--- src/rtl/core/ps2h_pkg.sv ---
// ----------------------------------------------------------------------------
// ps2h_pkg
// Shared types and frame constants for the PS/2 host frame engine.
// ----------------------------------------------------------------------------
package ps2h_pkg;

  localparam int unsigned DataBits   = 8;
  localparam int unsigned PosW       = 4;
  localparam logic [PosW-1:0] DataEnd    = 4'd8;
  localparam logic [PosW-1:0] ParityPos  = 4'd9;
  localparam logic [PosW-1:0] StopPos    = 4'd10;
  localparam logic [PosW-1:0] FrameEdges = 4'd11;

  typedef enum logic [1:0] {
    RxOk        = 2'd0,
    RxStartBad  = 2'd1,
    RxParityBad = 2'd2,
    RxStopBad   = 2'd3
  } rx_err_e;

  typedef enum logic {
    OpClockEdge = 1'b0,
    OpSend      = 1'b1
  } op_e;

  typedef struct packed {
    logic                operation;
    logic                data_line;
    logic [DataBits-1:0] send_byte;
  } in_t;

  typedef struct packed {
    logic                request_to_send;
    logic                data_drive_enable;
    logic                data_drive_level;
    logic                byte_valid;
    logic [DataBits-1:0] received_byte;
    logic [1:0]          receive_error;
    logic                send_done;
    logic                send_acked;
  } out_t;

endpackage

--- src/rtl/core/ps2_host_frame_engine.sv ---
// ----------------------------------------------------------------------------
// ps2_host_frame_engine
// Host side of the PS/2 keyboard link: one event per beat, one result per beat.
//
//   channel | direction | handshake             | payload
//   in      | input     | in_valid_i/in_stall_o   | in_data_i  (in_t)
//   out     | output    | out_valid_o/out_stall_i | out_data_o (out_t)
//
// One beat per cycle while in_stall_o is low; each beat's result is registered.
// Frame state updates on the accepting edge from short per-edge logic.
// A two-entry output buffer (result register plus skid) absorbs one stalled
// result; input stalls only while the skid entry is full.
// Asynchronous active-low reset clears frame state and both buffer valid flags.
// ----------------------------------------------------------------------------
module ps2_host_frame_engine
  import ps2h_pkg::*;
(
  input  logic clk_i,
  input  logic rst_ni,
  input  logic in_valid_i,
  output logic in_stall_o,
  input  in_t  in_data_i,
  output logic out_valid_o,
  input  logic out_stall_i,
  output out_t out_data_o
);

  logic                sending_q, sending_d;
  logic [PosW-1:0]     pos_q, pos_d;
  logic [DataBits-1:0] shift_q, shift_d;
  logic                par_q, par_d;
  logic                start_bad_q, start_bad_d;
  logic                parity_bad_q, parity_bad_d;

  logic out_valid_q, skid_valid_q;
  out_t out_q, skid_q;
  out_t res;
  logic accept;
  logic [2:0] pidx;

  assign accept = in_valid_i && !in_stall_o;
  assign pidx   = 3'(pos_q - 4'd1);

  always_comb begin
    sending_d    = sending_q;
    pos_d        = pos_q;
    shift_d      = shift_q;
    par_d        = par_q;
    start_bad_d  = start_bad_q;
    parity_bad_d = parity_bad_q;
    res          = '0;
    if (in_data_i.operation == OpSend) begin
      sending_d             = 1'b1;
      pos_d                 = '0;
      shift_d               = in_data_i.send_byte;
      par_d                 = 1'b0;
      start_bad_d           = 1'b0;
      parity_bad_d          = 1'b0;
      res.request_to_send   = 1'b1;
      res.data_drive_enable = 1'b1;
    end else if (sending_q) begin
      if (pos_q < DataEnd) begin
        shift_d               = shift_q >> 1;
        par_d                 = par_q ^ shift_q[0];
        res.data_drive_enable = 1'b1;
        res.data_drive_level  = shift_q[0];
        pos_d                 = pos_q + 4'd1;
      end else if (pos_q == DataEnd) begin
        res.data_drive_enable = 1'b1;
        res.data_drive_level  = ~par_q;
        pos_d                 = ParityPos;
      end else if (pos_q == ParityPos) begin
        res.data_drive_enable = 1'b1;
        res.data_drive_level  = 1'b1;
        pos_d                 = StopPos;
      end else begin
        res.send_done  = 1'b1;
        res.send_acked = ~in_data_i.data_line;
        sending_d      = 1'b0;
        pos_d          = '0;
      end
    end else begin
      if (pos_q == '0 || pos_q >= FrameEdges) begin
        start_bad_d  = in_data_i.data_line;
        parity_bad_d = 1'b0;
        shift_d      = '0;
        par_d        = 1'b0;
        pos_d        = 4'd1;
      end else if (pos_q <= DataEnd) begin
        shift_d[pidx] = shift_q[pidx] | in_data_i.data_line;
        par_d         = par_q ^ in_data_i.data_line;
        pos_d         = pos_q + 4'd1;
      end else if (pos_q == ParityPos) begin
        parity_bad_d = (in_data_i.data_line == par_q);
        pos_d        = StopPos;
      end else begin
        res.byte_valid    = 1'b1;
        res.received_byte = shift_q;
        if (start_bad_q) begin
          res.receive_error = RxStartBad;
        end else if (parity_bad_q) begin
          res.receive_error = RxParityBad;
        end else if (!in_data_i.data_line) begin
          res.receive_error = RxStopBad;
        end else begin
          res.receive_error = RxOk;
        end
        pos_d = '0;
      end
    end
  end

  always_ff @(posedge clk_i or negedge rst_ni) begin
    if (!rst_ni) begin
      sending_q    <= 1'b0;
      pos_q        <= '0;
      shift_q      <= '0;
      par_q        <= 1'b0;
      start_bad_q  <= 1'b0;
      parity_bad_q <= 1'b0;
    end else if (accept) begin
      sending_q    <= sending_d;
      pos_q        <= pos_d;
      shift_q      <= shift_d;
      par_q        <= par_d;
      start_bad_q  <= start_bad_d;
      parity_bad_q <= parity_bad_d;
    end
  end

  always_ff @(posedge clk_i or negedge rst_ni) begin
    if (!rst_ni) begin
      out_valid_q  <= 1'b0;
      skid_valid_q <= 1'b0;
    end else if (!out_valid_q || !out_stall_i) begin
      if (skid_valid_q) begin
        out_valid_q  <= 1'b1;
        skid_valid_q <= 1'b0;
      end else begin
        out_valid_q <= accept;
      end
    end else if (accept) begin
      skid_valid_q <= 1'b1;
    end
  end

  always_ff @(posedge clk_i) begin
    if (!out_valid_q || !out_stall_i) begin
      out_q <= skid_valid_q ? skid_q : res;
    end else if (accept) begin
      skid_q <= res;
    end
  end

  assign in_stall_o  = skid_valid_q;
  assign out_valid_o = out_valid_q;
  assign out_data_o  = out_q;

  a_skid_needs_out: assert property (@(posedge clk_i) disable iff (!rst_ni)
    skid_valid_q |-> out_valid_q)
    else $error("skid entry held without a result in the output register");

  a_pos_range: assert property (@(posedge clk_i) disable iff (!rst_ni)
    pos_q <= StopPos)
    else $error("frame position beyond the stop edge");

  a_one_kind: assert property (@(posedge clk_i) disable iff (!rst_ni)
    out_valid_q |-> !(out_q.byte_valid && out_q.send_done))
    else $error("receive and send completion in one result");

  a_send_starts: assert property (@(posedge clk_i) disable iff (!rst_ni)
    (accept && in_data_i.operation == OpSend) |=> (sending_q && pos_q == '0))
    else $error("send request did not restart the frame");

endmodule
--- config.mk ---
export PLATFORM = sky130hd
export DESIGN_NAME = ps2_host_frame_engine
export DESIGN_NICKNAME = d
export VERILOG_FILES = /design/src/rtl/core/ps2h_pkg.sv /design/src/rtl/core/ps2_host_frame_engine.sv
export SDC_FILE = /design/constraint.sdc
export NUM_CORES = 1
export LEC_CHECK = 0
export BUFFER_PORTS_ARGS = -buffer_cell sky130_fd_sc_hd__buf_2
export CORE_MARGIN = 2
export CORE_UTILIZATION = 50
export CTS_CLUSTER_SIZE = 14
export DETAILED_ROUTE_END_ITERATION = 16
export PLACE_DENSITY = 0.71
export SYNTH_ARGS = -nofsm -noshare
export SYNTH_HDL_FRONTEND = slang
export SYNTH_SLANG_ARGS = --single-unit
--- constraint.sdc ---
create_clock -name clk_i -period 5.24 [get_ports clk_i]
set_input_delay 0.786 -clock clk_i [delete_from_list [all_inputs] [get_ports clk_i]]
set_output_delay 0.786 -clock clk_i [all_outputs]
set_load 0.05 [all_outputs]
; Word-level counts from Yosys, hierarchy flattened
; Index checks and enable logic that the tools add are counted.
[word_totals]
register_bits = 50
mem_bits_rw = 0
in_bits = 14
romBits = 0
word_cells = 116
memories = 0
latchBits = 0
out_inout_bits = 18
[op_classes]
n_eq_ne = 6
n_shift = 0
n_bitwise = 6
mux = 57
magnitude_cmp = 5
div_mod_pow = 0
reduce_logical = 16
add_sub_neg = 2
multipliers = 0
[op_table]
columns = operator, n
row1 = $mux W11, 4
row2 = $mux W8, 5
row3 = $mux W4, 7
row4 = $mux W1, 25
row5 = $mux W2, 11
row6 = $mux W16, 1
row7 = $mux W14, 1
row8 = $bwmux W8, 1
row9 = $eq A4 B4 Y1 const B, 2
row10 = $reduce_and A3 Y1, 2
row11 = $add A4 B1 Y4 const B, 1
row12 = $ge A4 B4 Y1 const B, 1
row13 = $le A4 B4 Y1 const B, 1
row14 = $logic_not A4 Y1, 1
row15 = $lt A3 B4 Y1 const B, 1
row16 = $lt A4 B4 Y1 const B, 1
row17 = $reduce_and A4 Y1, 1
row18 = $reduce_bool A2 Y1, 2
row19 = $reduce_bool A4 Y1, 1
row20 = $bmux W1 S3, 1
row21 = $demux W1 S3, 1
row22 = $ge A3 B1 Y1 const B, 1
row23 = $logic_not A1 Y1, 3
row24 = $ne A3 B2 Y1 const B, 1
row25 = 11 further kinds, 16

; Longest topological paths before layout
[logic_depth]
ltp_word = 10
mapped_depth = 8
ltp_nobuf = 6

; Least setup slack after synthesis
; OpenSTA, ideal clock, no wires.
[synth_timing]
path_type = input-to-reg
startpoint = in out_stall_i
endpoint = reg skid_q[0] (netlist bit), enable pin
setup_time_ns = 0.388
t_required_ns = 4.852
stages = 2
arrival_time_ns = 1.953
setup_slack_ns = 2.899
cell_sequence = nand2_1 nor2_1
[synth_via]
elab_chain_cells = 4
[synth_rtl]
columns = item, line
row1 = from (decl), ps2_host_frame_engine.sv:24  ; input logic out_stall_i,
row2 = $logic_not A1 Y1, ps2_host_frame_engine.sv:148  ; if (!out_valid_q || !out_stall_i) begin
row3 = $logic_or A1 B1 Y1, ps2_host_frame_engine.sv:148
row4 = $not A1 Y1 (no source line), n/a
row5 = $reduce_and A2 Y1 (no source line), n/a
row6 = to (signal assigned), ps2_host_frame_engine.sv:151  ; skid_q <= res;
row7 = to (decl), ps2_host_frame_engine.sv:36  ; out_t out_q, skid_q;
; No other way between the ends.
; A chain may end at the register's enable or synchronous reset.

==> out/results.txt <==
Status -> finished clean
Initial DRC Count -> 98
Die Area -> 5870 um2
WL final -> 5270 um
H-tree Lvls -> 2
Leading area contributor after synthesis -> edfxtp_1
Total GRT Usage -> 19.4%
DR vias/cell -> 5.64
Hold Vio Cnt, Final -> 0
Cells after Synth -> 227
Area contributors post-synth -> edfxtp_1 36%, dfrtp_1 17%, mux2_2 6.0%
Fmax achieved -> 359 MHz
Least-Margin Pin Slew -> 0.869 ns
Adder-cell share of the synthesized area -> 1.42%
IO Pins -> 32
Num CTS Buffers -> 5
Total length of routed met3 wires -> 183 um
Routed Antenna Nets -> 0
N_diodes -> 0
CP Class -> flop to flop
Initial cell density of the core -> 51.6%
Area grow syn2layout -> 10.5%
CTS tree -> yes
Vias in the first global route -> 1,820
DP Wirelength -> 3660 um
Final setup vio count -> 0
Setup TNS Final -> 0 ns
Critical Path RT -> 5.41 ns
Cell variety after synth -> 50
# DRC -> 0
Largest family of logic cells by synthesized area -> compound AO/OA/AOI/OAI gates
Post-DR wirelength/cell -> 16.4 um
Met1 wire length -> 2460 um
P per Cell Area -> 377 nW/um2
First-pass detailed-route iteration total -> 4
First-pass GRT wire length -> 9050 um
Worst R2R Start -> pos_q[0]
Port bufs -> 31
CTS Buffer Depth -> 2
Xor and xnor fraction of the mapped netlist area -> 0.997%
Crit start category -> flop
Fin crit share -> 53.2%
Reg2Reg Setup Slack -> 2.45 ns
Ys async rst share -> 36.0%
Crit Path Max Fanout -> 13
CTS clk-pin slew, worst paths -> 0.09 ns
Nets -> 267
Clk sink count -> 50
Mapped cell area -> 2640 um2
Die X -> 76.6 um
CP endpoint kind -> flop
Max-cap violations -> 0
Largest net degree at the start of global routing -> 24
Hold WC Path Type -> primary input to asynchronous set/reset pin
Post-synth EDFFs -> 32
Routed vias -> 1,812
Max-slew violation count -> 0
Post-synth top flop -> edfxtp_1
Standard-cell rows -> 26
Maximum VDD drop -> 0.147 mV
Chip height -> 76.6 um
Worst r2r dst -> out_data_o[8]
Min Tclk post-route -> 2.79 ns
RSZ-0062 raised after global routing -> no
Warnings from Yosys -> 0
Simple-gate portion of the synthesized area -> 14.0%
Total congestion overflow -> 0
WL met2 -> 2590 um
Top routing layer used -> met4
Relative slew slack -> 41.9%
Synth Area in Compound Gates -> 17.5%
Syn_nets -> 244
Clk Latency, worst-skew pair -> 0.30 ns
R2R depth -> 6
Mux cell area share after synthesis -> 8.26%
Hold_ws -> 0.415 ns
Initial antenna violation count -> 0
CTS resizes -> 0
Post-synthesis sequential area ratio -> 53.5%
Syn_area_per_cell -> 11.6 um2
Core area -> 5110 um2
Fraction of layout cells with a size suffix above 1 -> 26.7%
Postcts setup bufs -> 0
Gp weighted congestion -> 0.795
Top-area cell type share of the netlist area -> 36.4%
#FFs+latches synth -> 50
Post-CTS Hold Fix Bufs -> 0
Worst Path Arrival -> 2.95 ns
Clk root buf -> clkbuf_8
Skew final -> 0.00420 ns
Lkg Pwr -> 0.00112 uW
## sequential cells by signal, indices dropped and copies added, names as in the netlist
signal	count
shift_q	8
sending_q	1
out_valid_o	1
start_bad_q	1
par_q	1
parity_bad_q	1
out_data_o	16
pos_q	4
in_stall_o	1
skid_q	16
## placed cells by master, fill, tap and decap left out, types with 2 or more instances in the layout
cell,netlist,routed
nand4_1,3,3
nand2_1,17,17
ha_1,3,3
and2_1,8,8
a2bb2oi_1,3,3
a21oi_2,2,2
xnor2_1,2,2
a22oi_1,4,4
edfxtp_1,32,32
mux2_2,14,14
mux2i_1,3,3
a21oi_1,12,12
mux2_4,2,2
dfrtp_1,18,18
o31ai_1,4,4
nand2b_1,4,4
a2bb2oi_2,3,3
o2111ai_1,2,2
buf_2,10,31
inv_1,7,7
clkbuf_8,0,5
o21ai_0,15,15
nor2_1,13,13
nand3_1,6,6
nor2b_1,7,7
a221oi_1,4,4
## per-layer routing
layer,up-vias,track usage [%]
met5,-,0
met1,877,27.8
met3,2,2.13
met4,0,5.45
met2,45,31.4
li1,888,-
## cell type report
cell class | instances | area [um2]
Sequential cell | 50 | 1410
Inverter | 7 | 26.3
Timing Repair Buffer | 32 | 166
Fill cell | 472 | 2190
Tap cell | 70 | 87.6
Clock buffer | 6 | 72.6
Clock inverter | 2 | 37.5
Multi-Input combinational cell | 154 | 1110
## how the worst max path moves through the flow
stage / from / endpoint / slack [ns] / depth (start not counted)
4_1_cts: pos_q[0] / out_data_o[8] / 2.45 / 6
3_3_place_gp: out_stall_i / skid_q[10] / 2.46 / 3
5_1_grt: pos_q[0] / out_data_o[8] / 2.23 / 6
2_1_floorplan: out_stall_i / skid_q[0] / 2.90 / 2
3_5_place_dp: out_stall_i / skid_q[9] / 2.32 / 3
6_report: pos_q[0] / out_data_o[8] / 2.45 / 6
## per-stage QoR
step / area (um2) / util [%] / worst slack [ns] / cells / power [uW]
finish: 2910 / 57.0 / 2.45 / 321 / 1100
global route: 2910 / 57.0 / 2.23 / 321 / 1160
CTS: 2900 / 56.8 / 2.45 / 320 / 1100
detailed placement: 2790 / 54.7 / 2.32 / 312 / 833
global placement: 2790 / 54.7 / 2.46 / 312 / 826
floorplan: 2640 / - / 2.90 / 227 / 770
## cells in the mapped netlist (all sizes together) (4+ instances only)
cell type and instances:
a21oi 14, a221oi 4, a22oi 4, a2bb2oi 6, and2 8, buf 12, clkbuf 4, dfrtp 18
edfxtp 32, inv 7, mux2 16, nand2 17, nand2b 4, nand3 6, nor2 14, nor2b 7
o21ai 15, o31ai 4
## critical path, cell delays in order, from the launching register on
cell	delay (ns)
dfrtp_1	0.60
inv_1	0.18
ha_1	0.39
o21ba_2	0.31
nor4b_2	0.73
and2_1	0.28
mux2_2	0.17
## report_power, final
group / total [uW] / switching, uW / internal (uW)
clock: 271 / 129 / 143
combinational: 294 / 176 / 118
sequential: 534 / 61.4 / 473
## kinds of logic after synthesis
kind of cell,count (synthesis)
AO/OA/AOI/OAI,61
buffers and inverters,23
adder cells (fa/ha/maj),3
XOR/XNOR,3
flip-flops,50
multiplexers,19
AND/OR/NAND/NOR,68
No activity file was read; power rests on OpenSTA's default activity.
